**config.mk**
```make
export PLATFORM = sky130hd
export DESIGN_NAME = lsd_ctrl
export DESIGN_NICKNAME = d
export VERILOG_FILES = /design/src/rtl/lsd_pkg.sv /design/src/rtl/lsd_ctrl.sv
export VERILOG_INCLUDE_DIRS = /design/src /design/src/rtl
export SDC_FILE = /design/constraint.sdc
export NUM_CORES = 1
export LEC_CHECK = 0
export BUFFER_PORTS_ARGS = -buffer_cell sky130_fd_sc_hd__buf_4
export CAP_MARGIN = 25
export CORE_AREA = 2 2 39 41
export DETAILED_ROUTE_END_ITERATION = 8
export DIE_AREA = 0 0 41 43
export GPL_TIMING_DRIVEN = 0
export MAX_ROUTING_LAYER = met4
export REMOVE_ABC_BUFFERS = 1
export SYNTH_ARGS = -nofsm -noshare
export SYNTH_HDL_FRONTEND = slang
export SYNTH_SLANG_ARGS = --single-unit
```
**constraint.sdc**
```tcl
create_clock -name clk -period 3.5 [get_ports clk]
set_input_delay 0.35 -clock clk [delete_from_list [all_inputs] [get_ports clk]]
set_output_delay 0.35 -clock clk [all_outputs]
set_load 0.05 [all_outputs]
```
**src/rtl/assert_macros.svh**
```systemverilog
// Assertion macros shared by the decoder RTL.
// Expects signals named clk and rst_n in the scope of each use.
`ifndef ASSERT_MACROS_SVH
`define ASSERT_MACROS_SVH

// Check that a property holds at every clock edge outside reset.
`define ASSERT_ALWAYS(label, prop, msg) \
    label: assert property (@(posedge clk) disable iff (!rst_n) (prop)) else $error(msg);

// Check that a condition implies a consequence in the next cycle.
`define ASSERT_NEXT(label, ante, cons, msg) \
    label: assert property (@(posedge clk) disable iff (!rst_n) (ante) |=> (cons)) \
        else $error(msg);

`endif

```
**src/rtl/lsd_pkg.sv**
```systemverilog
// Shared types and constants for the LZSS stream decoder.
// No dependencies; used by the interfaces, controller, datapath and top level.
package lsd_pkg;

    localparam int HISTORY_DEPTH_DEF = 4096;
    localparam int BYTE_W            = 8;
    localparam int DIST_W            = 12;
    localparam int LEN_W             = 4;
    localparam int FLAGS_LEFT_W      = 4;
    localparam int FLAGS_PER_GROUP   = 8;
    // Wide enough for any distance and any fill count up to 4096.
    localparam int CMP_W             = 13;

    typedef enum logic [2:0] {
        ST_FLAG,
        ST_TOKEN,
        ST_MATCH_LOW,
        ST_COPY_RD,
        ST_COPY_WR
    } state_t;

    typedef enum logic [1:0] {
        EMIT_LIT,
        EMIT_COPY,
        EMIT_END,
        EMIT_BAD
    } emit_kind_t;

    typedef struct packed {
        logic       load_flags;
        logic       take_token;
        logic       load_high;
        logic       load_match;
        logic       mem_read;
        logic       push_lit;
        logic       push_copy;
        logic       clear_hist;
        logic       emit;
        emit_kind_t kind;
    } cmd_t;

    typedef struct packed {
        logic out_free;
        logic token_bit;
        logic byte_zero;
        logic bad_ref;
        logic len_zero;
        logic flags_le1;
        logic flags_zero;
        logic copy_last;
    } stat_t;

endpackage

```
**src/rtl/lsd_ctrl.sv**
```systemverilog
// Decoder controller: stream phase and copy sequencing state machine.
// Depends on lsd_pkg and assert_macros.svh; drives the datapath through cmd_t.
`include "assert_macros.svh"

module lsd_ctrl (
    input  logic           clk,
    input  logic           rst_n,
    input  logic           in_valid,
    output logic           in_ready,
    input  lsd_pkg::stat_t stat,
    output lsd_pkg::cmd_t  cmd
);
    import lsd_pkg::*;

    state_t state_reg;
    state_t state_next;
    logic   accept;
    logic   input_state;

    assign input_state = (state_reg == ST_FLAG) || (state_reg == ST_TOKEN) ||
                         (state_reg == ST_MATCH_LOW);
    assign in_ready    = input_state && stat.out_free;
    assign accept      = in_valid && in_ready;

    always_ff @(posedge clk or negedge rst_n) begin
        if (!rst_n)
        begin
            state_reg <= ST_FLAG;
        end
        else
        begin
            state_reg <= state_next;
        end
    end

    // Next state
    always_comb
    begin
        state_next = state_reg;
        case (state_reg)
            ST_FLAG:
            begin
                if (accept)
                    state_next = ST_TOKEN;
            end
            ST_TOKEN:
            begin
                if (accept)
                begin
                    if (stat.token_bit)
                        state_next = ST_MATCH_LOW;
                    else if (stat.byte_zero)
                        state_next = ST_FLAG;
                    else
                        state_next = stat.flags_le1 ? ST_FLAG : ST_TOKEN;
                end
            end
            ST_MATCH_LOW:
            begin
                if (accept)
                begin
                    if (stat.bad_ref || stat.len_zero)
                        state_next = stat.flags_zero ? ST_FLAG : ST_TOKEN;
                    else
                        state_next = ST_COPY_RD;
                end
            end
            ST_COPY_RD:
            begin
                state_next = ST_COPY_WR;
            end
            ST_COPY_WR:
            begin
                if (stat.out_free)
                begin
                    if (stat.copy_last)
                        state_next = stat.flags_zero ? ST_FLAG : ST_TOKEN;
                    else
                        state_next = ST_COPY_RD;
                end
            end
            default:
            begin
                state_next = ST_FLAG;
            end
        endcase
    end

    // Commands
    always_comb
    begin
        cmd      = '0;
        cmd.kind = EMIT_LIT;
        case (state_reg)
            ST_FLAG:
            begin
                cmd.load_flags = accept;
            end
            ST_TOKEN:
            begin
                if (accept)
                begin
                    cmd.take_token = 1'b1;
                    if (stat.token_bit)
                    begin
                        cmd.load_high = 1'b1;
                    end
                    else if (stat.byte_zero)
                    begin
                        cmd.clear_hist = 1'b1;
                        cmd.emit       = 1'b1;
                        cmd.kind       = EMIT_END;
                    end
                    else
                    begin
                        cmd.push_lit = 1'b1;
                        cmd.emit     = 1'b1;
                        cmd.kind     = EMIT_LIT;
                    end
                end
            end
            ST_MATCH_LOW:
            begin
                if (accept)
                begin
                    if (stat.bad_ref)
                    begin
                        cmd.emit = 1'b1;
                        cmd.kind = EMIT_BAD;
                    end
                    else if (!stat.len_zero)
                    begin
                        cmd.load_match = 1'b1;
                    end
                end
            end
            ST_COPY_RD:
            begin
                cmd.mem_read = 1'b1;
            end
            ST_COPY_WR:
            begin
                if (stat.out_free)
                begin
                    cmd.push_copy = 1'b1;
                    cmd.emit      = 1'b1;
                    cmd.kind      = EMIT_COPY;
                end
            end
            default:
            begin
                cmd = '0;
            end
        endcase
    end

    `ASSERT_NEXT(a_rd_then_wr, state_reg == ST_COPY_RD, state_reg == ST_COPY_WR,
        "history read not followed by its write step")
    `ASSERT_ALWAYS(a_emit_needs_slot, !cmd.emit || stat.out_free,
        "result emitted while output register still full")
    `ASSERT_ALWAYS(a_one_push, !(cmd.push_lit && cmd.push_copy),
        "two history writes in one cycle")

endmodule

```
# [Yosys cells after proc, flatten, opt, wreduce, memory -nomap -nowiden]
# Index checks and enable logic that the tools add are counted.
[word_totals] register_bits=3 output_inout_bits=12 word_cells=51
[classes] n_eq_ne=8 mux=35 reduce_logical=7
[ops] op="$mux W3" n=7
[ops] op="$mux W1" n=18
[ops] op="$pmux W3 S5" n=1
[ops] op="$mux W2" n=6
[ops] op="$pmux W3 S3" n=1
[ops] op="$mux W4" n=2
[ops] op="$ne A2 B2 Y1 const B" n=4
[ops] op="$eq A3 B2 Y1 const B" n=2
[ops] op="$reduce_and A4 Y1" n=1
[ops] op="$eq A3 B1 Y1 const B" n=1
[ops] op="$eq A3 B3 Y1 const B" n=1
[ops] op="$logic_not A3 Y1" n=1
[ops] op="$logic_or A1 B1 Y1" n=3
[ops] op="$logic_and A1 B1 Y1" n=2

# [Logic depth before layout (Yosys ltp)]
[depth] depth_word=7 ltp_mapped=5 ltp_nobuf=4

# [Worst setup path before layout]
# OpenSTA, ideal clock, no wires.
[synth_timing] kind="register to output" startpoint="register state_reg[2]" endpoint="output cmd[2] in the netlist's numbering" arrival_ps=2439 required_time_ps=3150 slack_ps=711 path_stages_with_launch=6 path_buffers=1 cell_sequence="dfrtp_1 buf_2 nor2b_1 a31oi_1 nor3_1 o21bai_1"
[synth_lines] item="start, declared" line="lsd_ctrl.sv:15" source="state_t state_reg;"
[synth_lines] item="start signal, assigned" line="lsd_ctrl.sv:32" source="state_reg <= state_next;"
[synth_lines] item="end, declared" line="lsd_ctrl.sv:11" source="output lsd_pkg::cmd_t cmd"

==> impl_metrics.env <==
export IMPL_diodes=0
export IMPL_max_freq_mhz=497
export IMPL_max_cap_viol_count=0
export IMPL_grt_pass1_vias=348
export IMPL_clk_path_buf_depth=2
export IMPL_finalHoldViolCount=0
export IMPL_first_pass_iters=2
export IMPL_setup_tns_ns=0
export IMPL_reg2regPathDepth=4
export IMPL_drv_slew=0
export IMPL_h_tree_depth=1
export IMPL_clock_root_buffer="clkbuf_4"
export IMPL_first_iter_violations=3
export IMPL_gr_total_overflow=0
export IMPL_period_needed_ns=2.01
export IMPL_cp_max_fo=11
export IMPL_track_usage_pct=11.2
export IMPL_start_util_pct=26.2
export IMPL_die_h_um=43
export IMPL_powerDensity_nw_per_um2=630
export IMPL_ir_drop_v=0.000362
export IMPL_clk_pin_slew_ns=0.04
export IMPL_ctsResizeCount=0
export IMPL_syn_avg_cell_area_um2=7.56
export IMPL_vias=416
export IMPL_clock_power_share_pct=17.0
export IMPL_crit_type="flop to output port"
export IMPL_syn_cell_area_um2=363
export IMPL_max_slew_worst_pin_slew_ns=0.360
export IMPL_sequentialPowerShare_pct=23.6
export IMPL_area_delta_synth_final_pct=55.2
export IMPL_yosysUniqueCellTypes=28
export IMPL_synth_seq_cells=3
export IMPL_yosysTopAreaCellShare_pct=20.7
export IMPL_cts_sinks=3
export IMPL_antenna_found_initial=0
export IMPL_hold_buffers=1
export IMPL_synthTopCellsByArea="dfrtp_1, nor3_1, nand3b_4"
export IMPL_pwr_share_comb_pct=59.4
export IMPL_cts_tree="yes"
export IMPL_vias_per_cell=4.73
export IMPL_totalWireLength_um=944
export IMPL_grt_max_degree=13
export IMPL_final_common_cell="buf_4"
export IMPL_min_path_type="input port to asynchronous set/reset pin"
export IMPL_drive_gt1_share_pct=41.7
export IMPL_cts_buffers=3
export IMPL_ant_nets=0
export IMPL_setup_slack_ns=1.49
export IMPL_setup_viol=0
export IMPL_p_switching_mw=0.180
export IMPL_num_io_pins=23
export IMPL_power_leakage_nw=0.272
export IMPL_ys_seq_area_share_pct=20.7
export IMPL_drc=0
export IMPL_dieArea_um2=1760
export IMPL_place_congestion=0.701
export IMPL_yosysWarnings=0
export IMPL_intPower_mw=0.174
export IMPL_critPathLaunchType="flop"
export IMPL_grt_pass1_wl_um=1370
export IMPL_die_w_um=41
export IMPL_dp_hpwl_um=731
export IMPL_nets=84
export IMPL_swShare_pct=50.8
export IMPL_rsz0062_at_grt="false"
export IMPL_synth_cells=48
export IMPL_post_cts_setup_buffers=0
export IMPL_status="complete, no violations"
export IMPL_fp_row_count=14
export IMPL_required_ns=3.15
export IMPL_dpl_worst_slack_ns=1.74
export IMPL_wire_per_inst_um=10.7
export IMPL_worst_ep_arrival_time_ns=1.66
export IMPL_endpoint_kind="output port"
export IMPL_post_route_period_util_pct=57.4
export IMPL_relSlewSlack_pct=76.0
export IMPL_largest_reg_flops=3
export IMPL_fin_skew_ns=0.00215
export IMPL_core_area_um2=1380
export IMPL_portBuffers=22
export IMPL_insertion_delay_ns=0.23
export IMPL_layout_common_cells="buf_4, nor2_1, nor3_1"
export IMPL_yosysTopAreaCell="dfrtp_1"
[synthesized netlist by cell type]
cell	number
o21ai_1	1
and2_1	1
buf_2	2
or2_1	1
nor4_1	1
nor2_1	5
nand3b_4	1
o31a_1	1
or3b_1	2
buf_6	1
nor3_1	5
o21a_1	1
or4b_1	1
o21bai_1	1
a31oi_1	1
nand2b_1	2
nand2_1	4
inv_1	1
dfrtp_1	3
o22ai_2	1
a31o_2	1
nor2b_1	2
inv_2	1
and3_1	1
nor3b_1	2
a21oi_1	3
nand3b_1	1
a21oi_2	1
[stage by stage]
| stage | instances | total power [mW] | area, um^2 | hold WS, ns | util (%) |
|---|---|---|---|---|---|
| after floorplan | 45 | 0.233 | 342 | 0.0544 | - |
| after global placement | 83 | 0.294 | 527 | 0.139 | 38.1 |
| after detailed placement | 83 | 0.295 | 527 | 0.140 | 38.1 |
| after CTS | 88 | 0.359 | 563 | 0.430 | 40.7 |
| after global routing | 88 | 0.383 | 563 | 0.432 | 40.7 |
| final | 88 | 0.355 | 563 | 0.445 | 40.7 |
[cells by family after synthesis]
logic type	Yosys count	share of synthesized area, %
buf+inv	5	7.93
flops	3	20.7
simple gates	29	49.3
compound gates	11	22.1
[metal layers]
metal	routed length (um)	track usage, %	up-vias
li1	-	-	219
met1	462	14.9	177
met2	390	15.9	20
met3	91	1.57	0
met4	0	6.00	0
met5	0	-	-
[final timing paths]
kind                              start            to  slack (ns)
min reg2reg                state_reg[0]  state_reg[1]        0.68
max                        state_reg[1]        cmd[2]        1.49
max in group asynchronous         rst_n  state_reg[2]        2.96
max reg2reg                state_reg[2]  state_reg[1]        2.00
min in group clk                stat[7]  state_reg[0]        0.48
min                               rst_n  state_reg[1]        0.44
[area by class of cell]
cell class | instances | area (um^2)
well taps | 16 | 20.0
multi-input cells | 40 | 259
flip-flops and latches | 3 | 75.1
inverters | 2 | 7.51
repair buffers | 23 | 175
clock buffers | 4 | 26.3
fillers | 140 | 821
[power groups by stage]
stage                     logic, mW  registers, mW  clock network (mW)
after floorplan               0.158         0.0750                   0
after global placement        0.209         0.0849                   0
final                         0.211         0.0836              0.0604
after detailed placement      0.211         0.0845                   0
after CTS                     0.212         0.0832              0.0635
after global routing          0.228         0.0887              0.0668
[worst max-delay path, cell delays in order (launching register included)]
cell      delay (ns)
dfrtp_1         0.49
nor2b_1         0.25
a31oi_1         0.10
nor3_1          0.22
o21bai_1        0.15
buf_4           0.21
(Power assumes the default switching activity.)
